`src/sv/rpg_pkg.sv`:
```
// shared types, constants, microcode and symbol table for the password generator
package rpg_pkg;

   localparam int MAX_LENGTH = 64;
   localparam int COUNT_W = $clog2(MAX_LENGTH + 1);
   localparam int SEED_W = 31;
   localparam int LEN_W = 7;
   localparam int SYM_W = 8;
   localparam int PC_W = 3;
   localparam int PROD_W = 46;
   localparam int QUOT_W = 26;
   localparam int REM_W = 7;
   localparam int IDX_W = 6;
   localparam int TABLE_SIZE = 62;
   localparam int RECIP_SHIFT = 36;

   localparam logic [14:0] LCG_MUL = 15'd16807;
   localparam logic [SEED_W-1:0] MODULUS = 31'h7fffffff;
   localparam logic [SEED_W-1:0] ZERO_SUBST = 31'd123459876;
   // floor(2^36 / 62), quotient comes out exact or one low
   localparam logic [SEED_W-1:0] RECIP_62 = 31'd1108378657;

   localparam logic [8*TABLE_SIZE-1:0] SYMBOLS =
      "AaBbCcDdEeFfGgHh0Ii1Gg2Kk3Ll4Mm5Nn6Oo7Pp8Qq9RrSsTtUuVvWwXxYyZz";

   typedef struct packed {
      logic [SEED_W-1:0] seed;
      logic [LEN_W-1:0]  length;
   } req_type;

   typedef struct packed {
      logic [SYM_W-1:0] symbol;
      logic             last;
      logic             status;
   } rsp_type;

   typedef enum logic [2:0] {
      OP_NOP,
      OP_ACCEPT,
      OP_ERROR,
      OP_MUL,
      OP_RED,
      OP_DIV,
      OP_REM,
      OP_EMIT
   } op_type;

   typedef enum logic [1:0] {
      C_NEVER,
      C_ALWAYS,
      C_LEN_NZ,
      C_MORE
   } cond_type;

   typedef struct packed {
      op_type          op;
      cond_type        cond;
      logic [PC_W-1:0] target;
      logic [PC_W-1:0] next;
   } ctl_type;

   typedef struct packed {
      logic req_valid;
      logic len_nz;
      logic more;
      logic out_busy;
   } stat_type;

   localparam logic [PC_W-1:0] PC_ACCEPT = 3'd0;
   localparam logic [PC_W-1:0] PC_ERROR = 3'd1;
   localparam logic [PC_W-1:0] PC_MUL = 3'd2;
   localparam logic [PC_W-1:0] PC_RED = 3'd3;
   localparam logic [PC_W-1:0] PC_DIV = 3'd4;
   localparam logic [PC_W-1:0] PC_REM = 3'd5;
   localparam logic [PC_W-1:0] PC_EMIT = 3'd6;

   function automatic ctl_type microcode(input logic [PC_W-1:0] pc);
      ctl_type w;
      w = '{op: OP_NOP, cond: C_ALWAYS, target: PC_ACCEPT, next: PC_ACCEPT};
      case (pc)
         PC_ACCEPT: w = '{op: OP_ACCEPT, cond: C_LEN_NZ, target: PC_MUL, next: PC_ERROR};
         PC_ERROR:  w = '{op: OP_ERROR, cond: C_NEVER, target: PC_ACCEPT, next: PC_ACCEPT};
         PC_MUL:    w = '{op: OP_MUL, cond: C_NEVER, target: PC_ACCEPT, next: PC_RED};
         PC_RED:    w = '{op: OP_RED, cond: C_NEVER, target: PC_ACCEPT, next: PC_DIV};
         PC_DIV:    w = '{op: OP_DIV, cond: C_NEVER, target: PC_ACCEPT, next: PC_REM};
         PC_REM:    w = '{op: OP_REM, cond: C_NEVER, target: PC_ACCEPT, next: PC_EMIT};
         PC_EMIT:   w = '{op: OP_EMIT, cond: C_MORE, target: PC_MUL, next: PC_ACCEPT};
         default:   w = '{op: OP_NOP, cond: C_ALWAYS, target: PC_ACCEPT, next: PC_ACCEPT};
      endcase
      return w;
   endfunction

   function automatic logic [SYM_W-1:0] symbol_of(input logic [IDX_W-1:0] idx);
      logic [8*TABLE_SIZE-1:0] shifted;
      shifted = SYMBOLS >> (SYM_W * (TABLE_SIZE - 1 - int'(idx)));
      return shifted[SYM_W-1:0];
   endfunction

endpackage

```
`src/sv/rpg_seq.sv`:
```
// microcode sequencer: step counter, control store and branch logic
module rpg_seq (
   input  logic              clock,
   input  logic              reset,
   input  rpg_pkg::stat_type stat,
   output rpg_pkg::ctl_type  ctl
);

   logic [rpg_pkg::PC_W-1:0] pc_ff, pc_in;
   logic hold;
   logic taken;

   assign ctl = rpg_pkg::microcode(pc_ff);

   always_comb begin
      hold = 1'b0;
      case (ctl.op)
         rpg_pkg::OP_ACCEPT: hold = !stat.req_valid;
         rpg_pkg::OP_ERROR,
         rpg_pkg::OP_EMIT:   hold = stat.out_busy;
         default:            hold = 1'b0;
      endcase
   end

   always_comb begin
      taken = 1'b0;
      case (ctl.cond)
         rpg_pkg::C_NEVER:  taken = 1'b0;
         rpg_pkg::C_ALWAYS: taken = 1'b1;
         rpg_pkg::C_LEN_NZ: taken = stat.len_nz;
         rpg_pkg::C_MORE:   taken = stat.more;
         default:           taken = 1'b0;
      endcase
   end

   always_comb begin
      if (hold) begin
         pc_in = pc_ff;
      end else if (taken) begin
         pc_in = ctl.target;
      end else begin
         pc_in = ctl.next;
      end
   end

   always_ff @(posedge clock) begin
      if (reset) begin
         pc_ff <= rpg_pkg::PC_ACCEPT;
      end else begin
         pc_ff <= pc_in;
      end
   end

endmodule

```
`src/sv/rpg_dp.sv`:
```
// datapath: generator register, multiplier, modular fold, mod-62 and output word
module rpg_dp (
   input  logic              clock,
   input  logic              reset,
   input  rpg_pkg::ctl_type  ctl,
   output rpg_pkg::stat_type stat,
   input  logic              req_valid,
   output logic              req_stall,
   input  rpg_pkg::req_type  req_word,
   output logic              rsp_valid,
   input  logic              rsp_stall,
   output rpg_pkg::rsp_type  rsp_word
);

   logic [rpg_pkg::SEED_W-1:0]  gen_ff, gen_in;
   logic [rpg_pkg::COUNT_W-1:0] count_ff, count_in;
   logic [rpg_pkg::PROD_W-1:0]  prod_ff, prod_in;
   logic [rpg_pkg::QUOT_W-1:0]  quot_ff, quot_in;
   logic [rpg_pkg::REM_W-1:0]   rem_ff, rem_in;
   rpg_pkg::rsp_type            rsp_ff, rsp_in;
   logic                        rsp_valid_ff, rsp_valid_in;

   logic                        out_busy;
   logic                        len_nz;
   logic [rpg_pkg::SEED_W-1:0]  gen_eff;
   logic [rpg_pkg::SEED_W:0]    fold;
   logic [rpg_pkg::SEED_W:0]    fold_red;
   logic [61:0]                 recip_prod;
   logic [rpg_pkg::SEED_W:0]    quot_x62;
   logic [rpg_pkg::SEED_W:0]    diff;
   logic [rpg_pkg::IDX_W-1:0]   idx;
   logic [rpg_pkg::COUNT_W-1:0] len_sat;

   assign out_busy  = rsp_valid_ff && rsp_stall;
   assign len_nz    = req_word.length != '0;
   assign req_stall = ctl.op != rpg_pkg::OP_ACCEPT;
   assign rsp_valid = rsp_valid_ff;
   assign rsp_word  = rsp_ff;

   assign stat.req_valid = req_valid;
   assign stat.len_nz    = len_nz;
   assign stat.more      = count_ff != rpg_pkg::COUNT_W'(1);
   assign stat.out_busy  = out_busy;

   // zero would be a fixed point of the generator
   assign gen_eff = (gen_ff == '0) ? rpg_pkg::ZERO_SUBST : gen_ff;

   // 2^31 = 1 mod (2^31-1): fold high part onto low part
   assign fold     = {1'b0, prod_ff[rpg_pkg::SEED_W-1:0]}
                   + (rpg_pkg::SEED_W+1)'(prod_ff[rpg_pkg::PROD_W-1:rpg_pkg::SEED_W]);
   assign fold_red = (fold >= {1'b0, rpg_pkg::MODULUS}) ? fold - {1'b0, rpg_pkg::MODULUS}
                                                         : fold;

   assign recip_prod = 62'(gen_ff) * 62'(rpg_pkg::RECIP_62);

   // 62*q as 64*q - 2*q
   assign quot_x62 = ((rpg_pkg::SEED_W+1)'(quot_ff) << 6) - ((rpg_pkg::SEED_W+1)'(quot_ff) << 1);
   assign diff     = {1'b0, gen_ff} - quot_x62;

   assign idx = (rem_ff >= rpg_pkg::REM_W'(rpg_pkg::TABLE_SIZE))
              ? rpg_pkg::IDX_W'(rem_ff - rpg_pkg::REM_W'(rpg_pkg::TABLE_SIZE))
              : rpg_pkg::IDX_W'(rem_ff);

   assign len_sat = (req_word.length > rpg_pkg::LEN_W'(rpg_pkg::MAX_LENGTH))
                  ? rpg_pkg::COUNT_W'(rpg_pkg::MAX_LENGTH)
                  : rpg_pkg::COUNT_W'(req_word.length);

   always_comb begin
      gen_in       = gen_ff;
      count_in     = count_ff;
      prod_in      = prod_ff;
      quot_in      = quot_ff;
      rem_in       = rem_ff;
      rsp_in       = rsp_ff;
      rsp_valid_in = rsp_valid_ff && rsp_stall;
      case (ctl.op)
         rpg_pkg::OP_ACCEPT: begin
            if (req_valid && len_nz) begin
               gen_in   = req_word.seed;
               count_in = len_sat;
            end
         end
         rpg_pkg::OP_ERROR: begin
            if (!out_busy) begin
               rsp_in       = '{symbol: '0, last: 1'b1, status: 1'b1};
               rsp_valid_in = 1'b1;
            end
         end
         rpg_pkg::OP_MUL: begin
            prod_in = rpg_pkg::PROD_W'(gen_eff) * rpg_pkg::PROD_W'(rpg_pkg::LCG_MUL);
         end
         rpg_pkg::OP_RED: begin
            gen_in = fold_red[rpg_pkg::SEED_W-1:0];
         end
         rpg_pkg::OP_DIV: begin
            quot_in = recip_prod[rpg_pkg::RECIP_SHIFT +: rpg_pkg::QUOT_W];
         end
         rpg_pkg::OP_REM: begin
            // remainder stays below 124 since the quotient is at most one low
            rem_in = diff[rpg_pkg::REM_W-1:0];
         end
         rpg_pkg::OP_EMIT: begin
            if (!out_busy) begin
               rsp_in       = '{symbol: rpg_pkg::symbol_of(idx),
                                last: count_ff == rpg_pkg::COUNT_W'(1),
                                status: 1'b0};
               rsp_valid_in = 1'b1;
               count_in     = count_ff - rpg_pkg::COUNT_W'(1);
            end
         end
         default: begin
         end
      endcase
   end

   always_ff @(posedge clock) begin
      if (reset) begin
         gen_ff       <= rpg_pkg::SEED_W'(1);
         count_ff     <= '0;
         rsp_valid_ff <= 1'b0;
      end else begin
         gen_ff       <= gen_in;
         count_ff     <= count_in;
         rsp_valid_ff <= rsp_valid_in;
      end
      prod_ff <= prod_in;
      quot_ff <= quot_in;
      rem_ff  <= rem_in;
      rsp_ff  <= rsp_in;
   end

endmodule

```
`src/sv/random_password_generator.sv`:
```
// Password generator: a request word carries a 31-bit seed and a length; the block
// loads the seed into a minimal standard Lehmer generator (x * 16807 mod 2^31-1,
// zero replaced by 123459876) and returns one character word per step, the generator
// value mod 62 picking a byte of the fixed symbol table, with last set on the final
// one. Lengths above 64 give 64 characters; a length of zero gives a single word with
// status 1, last 1 and symbol 0, and leaves the generator untouched. A request runs
// a microcoded loop of multiply, fold, reciprocal divide, remainder and emit per
// character; words wait while the result side is stalled. The next request is taken
// once the last character word is registered.
module random_password_generator (
   input  logic             clock,
   input  logic             reset,
   input  logic             req_valid,
   output logic             req_stall,
   input  rpg_pkg::req_type req_word,
   output logic             rsp_valid,
   input  logic             rsp_stall,
   output rpg_pkg::rsp_type rsp_word
);

   rpg_pkg::ctl_type  ctl;
   rpg_pkg::stat_type stat;

   rpg_seq u_seq (
      .clock (clock),
      .reset (reset),
      .stat  (stat),
      .ctl   (ctl)
   );

   rpg_dp u_dp (
      .clock     (clock),
      .reset     (reset),
      .ctl       (ctl),
      .stat      (stat),
      .req_valid (req_valid),
      .req_stall (req_stall),
      .req_word  (req_word),
      .rsp_valid (rsp_valid),
      .rsp_stall (rsp_stall),
      .rsp_word  (rsp_word)
   );

endmodule

```
`config.mk`:
```
export PLATFORM = sky130hd
export DESIGN_NAME = random_password_generator
export DESIGN_NICKNAME = d
export VERILOG_FILES = /design/src/sv/rpg_pkg.sv /design/src/sv/rpg_seq.sv /design/src/sv/rpg_dp.sv /design/src/sv/random_password_generator.sv
export SDC_FILE = /design/constraint.sdc
export NUM_CORES = 1
export LEC_CHECK = 0
export BUFFER_PORTS_ARGS = -buffer_cell sky130_fd_sc_hd__buf_2
export CAP_MARGIN = 20
export CORE_MARGIN = 4
export CORE_UTILIZATION = 35
export CTS_BUF_LIST = sky130_fd_sc_hd__clkbuf_8
export DETAILED_ROUTE_END_ITERATION = 12
export PLACE_DENSITY = 0.51
export REMOVE_ABC_BUFFERS = 1
export SLEW_MARGIN = 25
export SYNTH_ARGS = -nofsm -noshare
export SYNTH_HDL_FRONTEND = slang
export SYNTH_HIERARCHICAL = 1
export SYNTH_SLANG_ARGS = --single-unit
export TNS_END_PERCENT = 10
```
`constraint.sdc`:
```
create_clock -name clock -period 9.87 [get_ports clock]
set_clock_uncertainty 0.2 [all_clocks]
set_input_delay 2.961 -clock clock [delete_from_list [all_inputs] [get_ports clock]]
set_output_delay 2.961 -clock clock [all_outputs]
set_load 0.01 [all_outputs]
```
# Word level (Yosys, flattened, before mapping)
# Index checks and enable logic that the tools add are counted.
# totals
regBits,111
out_inout_bits,12
word_cells,76
# op_classes
n_addsub,7
mul,2
n_lt_le_gt_ge,3
eq_ne,22
n_shift,1
mux,17
n_reduce_logical,14
# op_table
cell,n
"495-bit by 32-bit >> shifter with 8-bit output, first input constant",1
31-bit two-way mux,3
11-bit case mux with 7 select lines,1
31-bit case mux with 2 select lines,1
"31-bit by 15-bit multiplier with 46-bit output, second input constant",1
"31-bit by 31-bit multiplier with 42-bit output, second input constant",1
31-bit by 15-bit adder with 32-bit output,1
"32-bit by 31-bit >= comparator with 1-bit output, second input constant",1
31-bit logical NOT,1
"31-bit subtractor, second input constant",1
"3-bit == test, second input constant",7
7-bit two-way mux,3
10-bit two-way mux,2
10-bit case mux with 2 select lines,1
7-bit case mux with 2 select lines,1
7-bit subtractor,2
"3-bit by 2-bit == test with 1-bit output, second input constant",4
"7-bit by 1-bit == test with 1-bit output, second input constant",1
"7-bit by 6-bit >= comparator with 1-bit output, second input constant",1
"7-bit > comparator, second input constant",1
"7-bit by 1-bit inequality test with 1-bit output, second input constant",1
7-bit nonzero test,1
"6-bit by 6-bit subtractor with 7-bit output, first input constant",1
"7-bit by 1-bit subtractor with 7-bit output, second input constant",1
20 further kinds,27

# Longest topological paths before layout
# depth
depth_word,6
ltp_mapped,29

# By module
# Netlist, hierarchy kept.
# by_module_without_submodules
mod,instances,cells_per_inst,area_per_inst_um2,seq_area_each_um2
rpg_dp,1,2140,19217.2,2822.7
rpg_seq,1,50,372.9,60.1

# Worst setup path before layout
# Ideal clock, no wire load.
# synth_path
path_kind,register -> register
from,register u_dp/gen_ff[9] in the netlist's numbering
to,register u_dp/prod_ff[45] in the netlist's numbering (data pin)
arrival_ns,6.899
t_required_ns,9.415
path_slack_ns,2.517
path_stages_with_launch,27
path_buffers,2
period_less_slack_ns,7.353
cell_sequence,dfxtp_1 -> clkbuf_1 -> nor4_1 -> nand4_1 -> clkbuf_1 -> o21ai_0 -> fa_1 -> ha_1 -> inv_1 -> fa_1 -> inv_1 -> fa_1 -> fa_1 -> inv_1 -> fa_1 -> inv_1 -> ha_1 -> a21o_1 -> a21o_1 -> a21oi_1 -> o21ai_0 -> a221oi_1 -> o21ai_0 -> a31oi_1 -> o21bai_1 -> maj3_1 -> and2_1
# synth_via
elab_chain_cells,3
# synth_rtl
element,line_no,source
start: declaration,rpg_dp.sv:15,"logic [rpg_pkg::SEED_W-1:0] gen_ff, gen_in;"
start signal: assignment,rpg_dp.sv:118,gen_ff <= rpg_pkg::SEED_W'(1);
start signal: assignment,rpg_dp.sv:122,gen_ff <= gen_in;
31-bit logical NOT,rpg_dp.sv:46,assign gen_eff = (gen_ff == '0) ? rpg_pkg::ZERO_SUBST : gen_ff;
31-bit two-way mux *,rpg_dp.sv:46,
31-bit by 15-bit multiplier with 46-bit output *,rpg_dp.sv:90,prod_in = rpg_pkg::PROD_W'(gen_eff) * rpg_pkg::PROD_W'(rpg_pkg::LCG_MUL);
end signal: assignment,rpg_dp.sv:126,prod_ff <= prod_in;
end: declaration,rpg_dp.sv:17,"logic [rpg_pkg::PROD_W-1:0] prod_ff, prod_in;"
# Every way passes the cells marked *; elsewhere a longest branch is shown, timed or not.
# A chain may end at the register's enable or synchronous reset.

# Final worst setup path
# layout_path
from,register u_dp/gen_ff[5] in the netlist's numbering
to,register u_dp/prod_ff[31] in the netlist's numbering (data pin)
# Same word-level chain as after synthesis.

==> results.cfg <==
[sta]
hold_violations = 0
worstMarginPinSlew_ns = 1.01
maxSlewViolCount = 0
hold_slack_ns = 0.329
tns_ns = 0
final.period_utilization_pct = 89.5
fmax_mhz = 113
final-setup-viol-count = 0
finalCriticalPeriod_ns = 8.83
rsz0062_at_grt = false
slew-limit-headroom_pct = 31.6

[cts]
cts_tree = built
post_cts_buffers = 0
clock_sinks = 110
htreeDepth = 3
cts_inserted_buffers = 9
clk_latency_ns = 0.43
cts_root_buf = clkbuf_8
cts_hold_buf = 0
clk_path_buf_depth = 2
cts_resized = 0
clk_pin_slew_worst_paths_ns = 0.12

[critical_path]
critPathSlowestCell = o21ai_0
required_ns = 9.82
ff2ff_path_depth = 24
r2r_end = u_dp/prod_ff[31]
slowest_delay_ns = 1.04
setup.worst_path.class = flop to flop
crit_arrival_ns = 8.78
worstSetupEndpointType = flop
reg2reg_slack_ns = 1.04
path_max_fanout = 19
cp_cell_sequence = buf_4, nor4_1, nand4_1, o21ai_0, ha_1, ha_1, inv_1, fa_1, inv_1, fa_1, fa_1, inv_1, fa_1, inv_1, ha_1, nor2b_1, nor2_1, o21ai_0, a22oi_1, o311ai_0, o31ai_1, nand2b_1, a21oi_1, xnor2_1
cp-start-kind = flop
cp_top_family = adder cells
r2r-start = u_dp/gen_ff[5]
crit_buf_inv = 5

[die]
num_rows = 86
ios = 54
die_h_um = 244
initial_core_util_pct = 35.4
die_w_um = 244
die-area_um2 = 59600
core_area_um2 = 55200

[route]
vias = 15400
drt_iter0_drc = 1132
wl_per_cell_um = 20.0
routed_wl_um = 59100
drc = 0
viasPerCell = 5.21
dr.pass1.iters = 6
ant_nets = 0

[run_status]
status = completed

[cells_and_area]
drive_above_1_share_pct = 6.79
instances_no_fill = 2957
fin_area_um2 = 20900
seq_area_um2 = 2880
area_delta_synth_final_pct = 7.14
fin_nets = 2811
n_fill_cell = 5629
multiInputGateArea_um2 = 14600

[placement]
placed_area_um2 = 20700
dp_cells = 2940
gp_congestion = 0.919
hpwl_um = 49800
port_buffers = 52

[grt]
overflow = 0
grt_pass1_wl_um = 92400
grt_max_degree = 47
grt_pass1_vias = 15700
grt_usage_pct = 20.2
antenna_found_initial = 0

[job]
drv_cap = 0

[yosys]
synth_area_um2 = 19500
synth.avg_cell_area_um2 = 8.96
synth_cells = 2179
yosysWarnings = 6

[min_path]
hold_path_class = flop to flop
hold_path.startpoint = u_seq/pc_ff[0]
hold_depth = 2
hold_end = u_seq/pc_ff[0]
-- sequential cells by signal, summed over array words and instances, names as in the netlist --
register and flops:
u_dp/rsp_word 9, u_dp/prod_ff 46, u_dp/rsp_valid 1, u_seq/pc_ff 3, u_dp/rem_ff 7, u_dp/count_ff 7, u_dp/quot_ff 6, u_dp/gen_ff 31
-- worst max path at each step --
stage	from	end	slack [ns]	cells after the start
3_3_place_gp	u_dp/gen_ff[5]	u_dp/prod_ff[45]	0.98	24
3_5_place_dp	u_dp/gen_ff[5]	u_dp/prod_ff[35]	1.23	25
4_1_cts	u_dp/gen_ff[5]	u_dp/prod_ff[35]	1.17	25
5_1_grt	u_dp/gen_ff[5]	u_dp/prod_ff[35]	0.41	25
2_1_floorplan	u_dp/gen_ff[28]	u_dp/prod_ff[45]	2.42	25
6_report	u_dp/gen_ff[5]	u_dp/prod_ff[31]	1.04	24
-- worst register-to-register path: cells and delay by family (launching register included) --
| kind | cells | cell delay [ns] |
|---|---|---|
| AOI/OAI and AO/OA | 6 | 2.45 |
| xor gates and xnor gates | 1 | 0.47 |
| adders and majority gates | 7 | 3.01 |
| buffers and inverters | 5 | 0.36 |
| DFF | 1 | 0.32 |
| and+or+nand+nor | 5 | 1.76 |
-- cells in the final DEF, fill, tap and decap left out, types with 21 or more instances in the layout --
| cell | n |
|---|---|
| nand2_1 | 119 |
| buf_2 | 52 |
| fa_1 | 203 |
| o21ai_0 | 69 |
| a21o_1 | 41 |
| nor2_1 | 117 |
| nand3_1 | 38 |
| inv_1 | 459 |
| xnor2_1 | 67 |
| nor3_1 | 21 |
| xor2_1 | 40 |
| edfxtp_1 | 68 |
| ha_1 | 363 |
| a31oi_1 | 27 |
| a21oi_1 | 101 |
| buf_4 | 33 |
| dfxtp_1 | 42 |
-- per-layer routing --
metal  vias to the layer above  wire length (um)  track usage (%)
met5                         -                 0                0
met4                         0              1460             4.79
met3                        72              3810             3.84
met2                       411             27000             32.7
met1                      7551             26900             27.9
li1                       7362                 -                -
-- per-stage QoR --
step,utilization [%],setup WS [ns]
after detailed placement,37.5,1.23
after global routing,37.9,0.410
final,37.9,1.04
after floorplan,-,2.42
after CTS,37.9,1.17
after global placement,37.5,0.978
-- area by class of cell --
class                      instances  area share [%]
antenna                            1          0.0120
clock buffer                       9           0.592
clock inverter                     7           0.491
inverter                         461            8.27
multi-input combinational       1536            69.9
sequential                       110            13.8
tap                              748            4.48
timing repair buffer              85            2.43
Power is left out: the tool's default activity adds up to more than one toggle a clock period on the data nets, which glitch-free logic cannot reach.
